$ cat config.mk
export PLATFORM = sky130hd
export DESIGN_NAME = scan_code_line_editor_top
export DESIGN_NICKNAME = d
export VERILOG_FILES = /design/src/rtl/scle_pkg.sv /design/src/rtl/scan_code_line_editor_top.sv
export SDC_FILE = /design/constraint.sdc
export NUM_CORES = 1
export LEC_CHECK = 0
export ABC_AREA = 1
export BUFFER_PORTS_ARGS = -buffer_cell sky130_fd_sc_hd__buf_2
export CORE_AREA = 3 3 120 122
export DETAILED_ROUTE_END_ITERATION = 12
export DIE_AREA = 0 0 123 125
export PLACE_DENSITY = 0.62
export SLEW_MARGIN = 5
export SYNTH_ARGS = -nofsm -noshare
export SYNTH_HDL_FRONTEND = slang
export SYNTH_SLANG_ARGS = --single-unit
$ cat constraint.sdc
create_clock -name clk -period 7.54 [get_ports clk]
set_clock_uncertainty 0.1 [all_clocks]
set_input_delay 0.377 -clock clk [delete_from_list [all_inputs] [get_ports clk]]
set_output_delay 0.377 -clock clk [all_outputs]
set_load 0.03 [all_outputs]
$ cat src/rtl/scle_pkg.sv
// shared types, scan code constants and lookup tables for the scan code line editor
package scle_pkg;

    localparam int unsigned CAP_W     = 7;
    localparam int unsigned FILL_W    = 8;
    localparam int unsigned CHAR_W    = 7;
    localparam int unsigned CODE_W    = 8;
    localparam int unsigned TAB_CNT_W = 3;

    localparam logic [CAP_W-1:0]     CAP_RESET   = 7'd127;
    localparam logic [TAB_CNT_W-1:0] TAB_LAST    = 3'd7;

    typedef enum logic [2:0] {
        EV_ECHO     = 3'd0,
        EV_ERASE    = 3'd1,
        EV_LEFT     = 3'd2,
        EV_RIGHT    = 3'd3,
        EV_LINE_END = 3'd4,
        EV_REDRAW   = 3'd5
    } ev_kind_t;

    // scan codes with dedicated handling
    localparam logic [CODE_W-1:0] SC_LSHIFT_MAKE = 8'h2A;
    localparam logic [CODE_W-1:0] SC_LSHIFT_BRK  = 8'hAA;
    localparam logic [CODE_W-1:0] SC_RSHIFT_MAKE = 8'h36;
    localparam logic [CODE_W-1:0] SC_RSHIFT_BRK  = 8'hB6;
    localparam logic [CODE_W-1:0] SC_CAPS        = 8'h3A;
    localparam logic [CODE_W-1:0] SC_CTRL_MAKE   = 8'h1D;
    localparam logic [CODE_W-1:0] SC_CTRL_BRK    = 8'h9D;
    localparam logic [CODE_W-1:0] SC_ALT_MAKE    = 8'h38;
    localparam logic [CODE_W-1:0] SC_ALT_BRK     = 8'hB8;
    localparam logic [CODE_W-1:0] SC_UP          = 8'h48;
    localparam logic [CODE_W-1:0] SC_DOWN        = 8'h50;
    localparam logic [CODE_W-1:0] SC_LEFT        = 8'h4B;
    localparam logic [CODE_W-1:0] SC_RIGHT       = 8'h4D;
    localparam logic [CODE_W-1:0] SC_FIRST_BRK   = 8'h3B;

    // ascii values with special meaning
    localparam logic [CHAR_W-1:0] CH_NONE   = 7'h00;
    localparam logic [CHAR_W-1:0] CH_BS     = 7'h08;
    localparam logic [CHAR_W-1:0] CH_TAB    = 7'h09;
    localparam logic [CHAR_W-1:0] CH_LF     = 7'h0A;
    localparam logic [CHAR_W-1:0] CH_SPACE  = 7'h20;
    localparam logic [CHAR_W-1:0] CH_LOW_A  = 7'h61;
    localparam logic [CHAR_W-1:0] CH_LOW_Z  = 7'h7A;
    localparam logic [CHAR_W-1:0] CH_LOW_L  = 7'h6C;
    localparam logic [CHAR_W-1:0] CASE_DIFF = 7'h20;

    // make codes 0x00..0x3A, padded to 64 entries
    localparam logic [CHAR_W-1:0] KEY_TABLE [64] = '{
        7'h00, 7'h1B, 7'h31, 7'h32, 7'h33, 7'h34, 7'h35, 7'h36,
        7'h37, 7'h38, 7'h39, 7'h30, 7'h2D, 7'h3D, 7'h08, 7'h09,
        7'h71, 7'h77, 7'h65, 7'h72, 7'h74, 7'h79, 7'h75, 7'h69,
        7'h6F, 7'h70, 7'h5B, 7'h5D, 7'h0A, 7'h00, 7'h61, 7'h73,
        7'h64, 7'h66, 7'h67, 7'h68, 7'h6A, 7'h6B, 7'h6C, 7'h3B,
        7'h27, 7'h60, 7'h00, 7'h5C, 7'h7A, 7'h78, 7'h63, 7'h76,
        7'h62, 7'h6E, 7'h6D, 7'h2C, 7'h2E, 7'h2F, 7'h00, 7'h2A,
        7'h00, 7'h20, 7'h00, 7'h00, 7'h00, 7'h00, 7'h00, 7'h00
    };

    // shifted form of digits and punctuation
    function automatic logic [CHAR_W-1:0] shift_map(input logic [CHAR_W-1:0] ch);
        logic [CHAR_W-1:0] res;
        begin
            case (ch)
                7'h60:   res = 7'h7E;
                7'h31:   res = 7'h21;
                7'h32:   res = 7'h40;
                7'h33:   res = 7'h23;
                7'h34:   res = 7'h24;
                7'h35:   res = 7'h25;
                7'h36:   res = 7'h5E;
                7'h37:   res = 7'h26;
                7'h38:   res = 7'h2A;
                7'h39:   res = 7'h28;
                7'h30:   res = 7'h29;
                7'h2D:   res = 7'h5F;
                7'h3D:   res = 7'h2B;
                7'h5B:   res = 7'h7B;
                7'h5D:   res = 7'h7D;
                7'h5C:   res = 7'h7C;
                7'h3B:   res = 7'h3A;
                7'h27:   res = 7'h22;
                7'h2C:   res = 7'h3C;
                7'h2E:   res = 7'h3E;
                7'h2F:   res = 7'h3F;
                default: res = ch;
            endcase
            return res;
        end
    endfunction

endpackage

$ cat src/rtl/scan_code_line_editor_top.sv
// set-1 scan code line editor: modifier tracking, ascii mapping and line editing events
//
// input channel: key_code with in_valid / in_ready, one transfer per raw scan code byte.
// output channel: event_kind, character, last_of_run and fill_level with out_valid /
// out_ready; a code gives zero or more events, last_of_run marks its final one.
// configuration: line_capacity is written through cfg_we / cfg_wdata; the user must
// write it only while idle, which the block itself does not enforce.
// path: a code waits in the input register, its events come from the result register.
// throughput, while out_ready is high: one code per cycle for codes with at most one
// event; a tab gives up to eight space events, one per cycle from the result register,
// and the input register holds further codes until the last space has gone out.
// reset: modifiers, fill count and cursor clear, capacity returns to 127, both
// channels come up empty.
// stall: when out_ready is low the result register holds, the input register keeps
// its code and in_ready falls once it is occupied; nothing is dropped.
module scan_code_line_editor_top
    import scle_pkg::*;
(
    input  logic              clk,
    input  logic              rst_n,
    input  logic              cfg_we,
    input  logic [CAP_W-1:0]  cfg_wdata,
    input  logic              in_valid,
    output logic              in_ready,
    input  logic [CODE_W-1:0] key_code,
    output logic              out_valid,
    input  logic              out_ready,
    output logic [2:0]        event_kind,
    output logic [CHAR_W-1:0] character,
    output logic              last_of_run,
    output logic [FILL_W-1:0] fill_level
);

    logic [CAP_W-1:0]     cap_reg;
    logic                 code_valid_reg, code_valid_next;
    logic [CODE_W-1:0]    code_reg;
    logic                 lshift_reg, lshift_next;
    logic                 rshift_reg, rshift_next;
    logic                 caps_reg, caps_next;
    logic                 ctrl_reg, ctrl_next;
    logic [FILL_W-1:0]    fill_reg, fill_next;
    logic [FILL_W-1:0]    cursor_reg, cursor_next;
    logic                 tab_active_reg, tab_active_next;
    logic [TAB_CNT_W-1:0] tab_cnt_reg, tab_cnt_next;
    logic                 out_valid_reg;
    ev_kind_t             kind_reg;
    logic [CHAR_W-1:0]    char_reg;
    logic                 last_reg;
    logic [FILL_W-1:0]    level_reg;

    logic                 out_free;
    logic                 proc_fire;
    logic                 in_fire;
    logic                 emit;
    ev_kind_t             ev_kind;
    logic [CHAR_W-1:0]    ev_char;
    logic                 ev_last;
    logic [CHAR_W-1:0]    key_ch;
    logic [CHAR_W-1:0]    up_ch;
    logic                 shift;
    logic [FILL_W-1:0]    cap_ext;
    logic [FILL_W-1:0]    fill_inc;
    logic                 line_full;

    assign out_free  = !out_valid_reg || out_ready;
    assign proc_fire = code_valid_reg && !tab_active_reg && out_free;
    assign in_ready  = !code_valid_reg || proc_fire;
    assign in_fire   = in_valid && in_ready;

    assign cap_ext   = {1'b0, cap_reg};
    assign fill_inc  = fill_reg + 8'd1;
    assign line_full = fill_reg >= cap_ext;
    assign key_ch    = KEY_TABLE[code_reg[5:0]];
    assign shift     = lshift_reg || rshift_reg;
    assign up_ch     = ((caps_reg != shift) && (key_ch inside {[CH_LOW_A:CH_LOW_Z]}))
                       ? key_ch - CASE_DIFF : key_ch;

    assign code_valid_next = in_fire || (code_valid_reg && !proc_fire);

    always_comb
    begin
        lshift_next     = lshift_reg;
        rshift_next     = rshift_reg;
        caps_next       = caps_reg;
        ctrl_next       = ctrl_reg;
        fill_next       = fill_reg;
        cursor_next     = cursor_reg;
        tab_active_next = tab_active_reg;
        tab_cnt_next    = tab_cnt_reg;
        emit            = 1'b0;
        ev_kind         = EV_ECHO;
        ev_char         = CH_NONE;
        ev_last         = 1'b1;

        if (tab_active_reg)
        begin
            // remaining spaces of a tab run
            if (out_free)
            begin
                emit            = 1'b1;
                ev_char         = CH_SPACE;
                fill_next       = fill_inc;
                ev_last         = (tab_cnt_reg == TAB_LAST) || (fill_inc >= cap_ext);
                tab_cnt_next    = tab_cnt_reg + 3'd1;
                tab_active_next = !ev_last;
            end
        end
        else if (proc_fire)
        begin
            case (code_reg)
                SC_LSHIFT_MAKE: lshift_next = 1'b1;
                SC_LSHIFT_BRK:  lshift_next = 1'b0;
                SC_RSHIFT_MAKE: rshift_next = 1'b1;
                SC_RSHIFT_BRK:  rshift_next = 1'b0;
                SC_CAPS:        caps_next   = !caps_reg;
                SC_CTRL_MAKE:   ctrl_next   = 1'b1;
                SC_CTRL_BRK:    ctrl_next   = 1'b0;
                SC_ALT_MAKE, SC_ALT_BRK, SC_UP, SC_DOWN: ;
                SC_LEFT:
                begin
                    if (cursor_reg != '0)
                    begin
                        cursor_next = cursor_reg - 8'd1;
                        emit        = 1'b1;
                        ev_kind     = EV_LEFT;
                    end
                end
                SC_RIGHT:
                begin
                    if (cursor_reg < fill_reg)
                    begin
                        cursor_next = cursor_reg + 8'd1;
                        emit        = 1'b1;
                        ev_kind     = EV_RIGHT;
                    end
                end
                default:
                begin
                    if (code_reg < SC_FIRST_BRK)
                    begin
                        if (key_ch == CH_BS)
                        begin
                            if (fill_reg != '0)
                            begin
                                fill_next = fill_reg - 8'd1;
                                if (cursor_reg != '0)
                                    cursor_next = cursor_reg - 8'd1;
                                emit    = 1'b1;
                                ev_kind = EV_ERASE;
                            end
                        end
                        else if (key_ch == CH_LF)
                        begin
                            fill_next   = '0;
                            cursor_next = '0;
                            emit        = 1'b1;
                            ev_kind     = EV_LINE_END;
                            ev_char     = CH_LF;
                        end
                        else if (ctrl_reg && key_ch == CH_LOW_L)
                        begin
                            emit    = 1'b1;
                            ev_kind = EV_REDRAW;
                        end
                        else if (key_ch != CH_NONE && !line_full)
                        begin
                            emit      = 1'b1;
                            fill_next = fill_inc;
                            if (key_ch == CH_TAB)
                            begin
                                // first space now, the rest from the tab run
                                ev_char         = CH_SPACE;
                                ev_last         = fill_inc >= cap_ext;
                                tab_active_next = !ev_last;
                                tab_cnt_next    = 3'd1;
                            end
                            else
                            begin
                                ev_char = shift ? shift_map(up_ch) : up_ch;
                            end
                        end
                    end
                end
            endcase
        end
    end

    always_ff @(posedge clk or negedge rst_n)
    begin
        if (!rst_n)
        begin
            cap_reg        <= CAP_RESET;
            code_valid_reg <= 1'b0;
            lshift_reg     <= 1'b0;
            rshift_reg     <= 1'b0;
            caps_reg       <= 1'b0;
            ctrl_reg       <= 1'b0;
            fill_reg       <= '0;
            cursor_reg     <= '0;
            tab_active_reg <= 1'b0;
            tab_cnt_reg    <= '0;
            out_valid_reg  <= 1'b0;
        end
        else
        begin
            if (cfg_we)
                cap_reg <= cfg_wdata;
            code_valid_reg <= code_valid_next;
            lshift_reg     <= lshift_next;
            rshift_reg     <= rshift_next;
            caps_reg       <= caps_next;
            ctrl_reg       <= ctrl_next;
            fill_reg       <= fill_next;
            cursor_reg     <= cursor_next;
            tab_active_reg <= tab_active_next;
            tab_cnt_reg    <= tab_cnt_next;
            if (emit)
                out_valid_reg <= 1'b1;
            else if (out_ready)
                out_valid_reg <= 1'b0;
        end
    end

    always_ff @(posedge clk)
    begin
        if (in_fire)
            code_reg <= key_code;
        if (emit)
        begin
            kind_reg  <= ev_kind;
            char_reg  <= ev_char;
            last_reg  <= ev_last;
            level_reg <= fill_next;
        end
    end

    assign out_valid   = out_valid_reg;
    assign event_kind  = kind_reg;
    assign character   = char_reg;
    assign last_of_run = last_reg;
    assign fill_level  = level_reg;

endmodule

==> key figures <==
Synth
  – Synth area leader: edfxtp_1
  – Sequential area share after synthesis: 30.6%
  – Ys Warns: 0
  – Top-count cell post-synth: nand2_1
  – Synthesized area: between 0.005 and 0.006 sq mm
  – Synth cell count leaders: nand2_1 (174), inv_1 (88), nor2_1 (86), nand3_1 (65), a21oi_1 (51)
  – Cells after Synth: around 770
  – Top-area cell type share of the netlist area: around 15%
  – Most used DFF post-synth: edfxtp_1
  – Syn nets: between 800 and 900
  – Synth cell types: between 50 and 60
  – Number of flops mapped to enable cells by yosys: 27
  – Synth area leaders: edfxtp_1 (15%), nand2_1 (12%), dfrtp_1 (12%)
  – Average cell area after synthesis: about 7 sq um
  – Flops & latches, synth: 60
  – Async S/R FF share, synth: 55.0%

Clocking
  – Clock root cell: clkbuf_16
  – Post-CTS Setup Bufs: 0
  – Clock Latency Late Sink: between 0.3 and 0.4 ns
  – TritonCTS Buffers: 9
  – CTS tree: built
  – Clock transition at path regs: around 0.05 ns
  – Hold buffer count at CTS: 0
  – Clk sinks: 60
  – Gates resized, CTS repair: 0
  – H-tree levels: 3
  – Clock Path Buffers: 2

STA
  – Tcrit/Tclk final: approximately three fifths
  – Unrepaired setup endpoints after global routing: no
  – Max-slew headroom: 34.3%
  – Crit path time final: 4.44 ns
  – Worst-Margin Slew: 0.982 ns
  – TNS Setup: 0 ns
  – Endpoints failing setup: 0
  – Slew Limit Fails: 0
  – Final hold vios: 0
  – FMAX: ~0.23 GHz
  – Hold slack: about 0.043 ns

Run
  – Total of max-cap violations: 0

Cells and area
  – Area Growth Syn to Fin: 11.8%
  – Antenna diodes: 0
  – Reg area: ~0.0016 sq mm
  – Area occupied by multi-input gates: approximately 0.0032 sq mm
  – Fillcell total: ~1,400
  – Layout cells sized above 1: between 10 and 15%
  – Final Cell Area: between 0.006 and 0.007 sq mm
  – Nets: just under 900

Worst setup path
  – Arr. time, crit path: approximately 4.3 ns
  – Crit path cell chain: inv_1 -> ha_1 -> nand2_1 -> nand2_1 -> nor2_1 -> a21oi_1 -> nand3_1 -> nor2_1 -> inv_1 -> nor2_1 -> nand2_1 -> nand2_1 -> inv_1 -> nand3_1 -> nand3_1 -> nand3_1
  – Req. time, crit path: 7.39 ns
  – Setup crit end kind: flip-flop
  – Crit-path leading delay family: simple AND/OR/NAND/NOR gates
  – Crit Path Class: flip-flop to flip-flop
  – Reg2Reg Setup Slack: between 3 and 4 ns
  – Crit-path max cell delay: roughly 0.74 ns
  – WP buf/inv: 3
  – CP max FO: 19
  – CP startpoint kind: flip-flop
  – Highest-delay cell along the critical path: nand3_1

Floorplan
  – Die X-Extent: around 120 microns
  – I/O pin count: 41
  – Die Y: 125 microns
  – Core area: between 0.01 and 0.015 sq mm
  – Site Rows: 42
  – Total die area: ~0.015 sq mm
  – Initial core utilization: between 40% and 50%

Global routing
  – Grt total ovfl: 0
  – GRT Util Overall: 18.4%
  – Largest net degree at the start of global routing: 34
  – First-pass GRT wire length: around 23,000 microns
  – Vias in the first global route: 4,722
  – Initial antenna violation count: 0

Power and ir drop
  – Maximum vdd drop: 0.000124 V
  – Total power: 1.47 mW
  – Pwr dens: about 240 mW/mm^2
  – Static Leak: 2.91 nW

Hold path
  – Hold/Removal Path Class: primary input to asynchronous set/reset pin

Drt
  – Post-Route WL: 14,000 microns
  – DRC: 0
  – First-pass DRT Iterations: 5
  – Routed vias: 5,233
  – Drt wl/cell: ~14 microns
  – DR vias/cell: approximately 5.3
  – ANT nets after route: 0
  – Initial drt markers: 424

Placed design
  – Post-DP HPWL: 10,600 microns
  – Area after DPL: between 0.005 and 0.006 sq mm
  – Port Buffer Count: 40
  – GP Congestion: ~0.93

Status
  – Status: completed
-- layout make-up --
cell class / count / share of cell area [%]
clock inverter: 6 / 1.44
timing repair buffer: 41 / 3.46
multi-input combinational: 594 / 53.6
clock buffer: 10 / 3.98
sequential: 60 / 27.4
inverter: 102 / 6.49
tap: 176 / 3.66
-- per-stage QoR --
stage,setup WS [ns],util [%],cells
CTS,3.13,45.2,989
finish,3.10,45.2,989
detailed placement,3.14,42.8,973
floorplan,4.11,-,773
global placement,3.32,42.8,973
global route,2.61,45.2,989
-- cells in the final DEF, fill, tap and decap left out, types with 4 or more instances in the layout --
master / Yosys / routed
o21ai_0: 50 / 50
dfrtp_1: 26 / 26
nor3_1: 18 / 18
clkbuf_16: 0 / 9
inv_2: 8 / 8
clkinv_1: 4 / 5
buf_2: 2 / 40
xor2_1: 12 / 12
a21oi_1: 51 / 51
o211ai_1: 7 / 7
nand2_1: 174 / 174
o31ai_1: 5 / 5
ha_1: 39 / 39
dfstp_2: 7 / 7
o21ai_1: 11 / 11
inv_1: 88 / 88
nand3_1: 65 / 65
nor4_1: 4 / 4
nor2_2: 6 / 6
nand2_2: 4 / 4
nand4_1: 14 / 14
nor2_1: 86 / 86
edfxtp_1: 27 / 27
o311ai_0: 5 / 5
-- kinds of logic (layout without fill, tap and decap cells) --
family / Yosys count / count (layout) / share of synthesized area, %
simple gates: 387 / 387 / 31.9
compound gates: 153 / 153 / 16.5
buf+inv: 119 / 159 / 9.47
flops: 60 / 60 / 30.6
fa+ha+maj: 39 / 39 / 9.08
xor+xnor: 14 / 14 / 2.28
mux: 1 / 1 / 0.209
-- worst register-to-register path, stage by stage, from the launching register on --
cell	delay, ns
edfxtp_1	0.52
inv_1	0.24
ha_1	0.35
nand2_1	0.17
nand2_1	0.09
nor2_1	0.05
a21oi_1	0.11
nand3_1	0.23
nor2_1	0.19
inv_1	0.11
nor2_1	0.21
nand2_1	0.27
nand2_1	0.36
inv_1	0.13
nand3_1	0.09
nand3_1	0.11
nand3_1	0.74
-- power by group --
part	switching, mW	internal, mW	leakage (nW)	total [mW]
Combinational	0.370	0.190	2.12	0.559
Sequential	0.0689	0.394	0.626	0.463
Clock	0.148	0.298	0.160	0.446
-- worst paths after layout --
path | start | end | cells past startpoint
max in group asynchronous | rst_n | cursor_reg[1] | 1
worst max-delay path | code_reg[1] | character[4] | 16
worst min register to register | tab_cnt_reg[0] | tab_cnt_reg[0] | 1
min in group clk | key_code[2] | code_reg[2] | 1
worst min-delay path | rst_n | fill_reg[2] | 1
worst max register to register | code_reg[1] | character[4] | 16
-- routing by layer --
metal	GRT usage, %	vias up	share of wire, %
met5	0	-	0
met4	4.30	0	0.82
met3	3.21	12	6.0
met2	27.1	175	43
met1	27.9	2366	50
li1	-	2680	-
(Power assumes the default switching activity.)
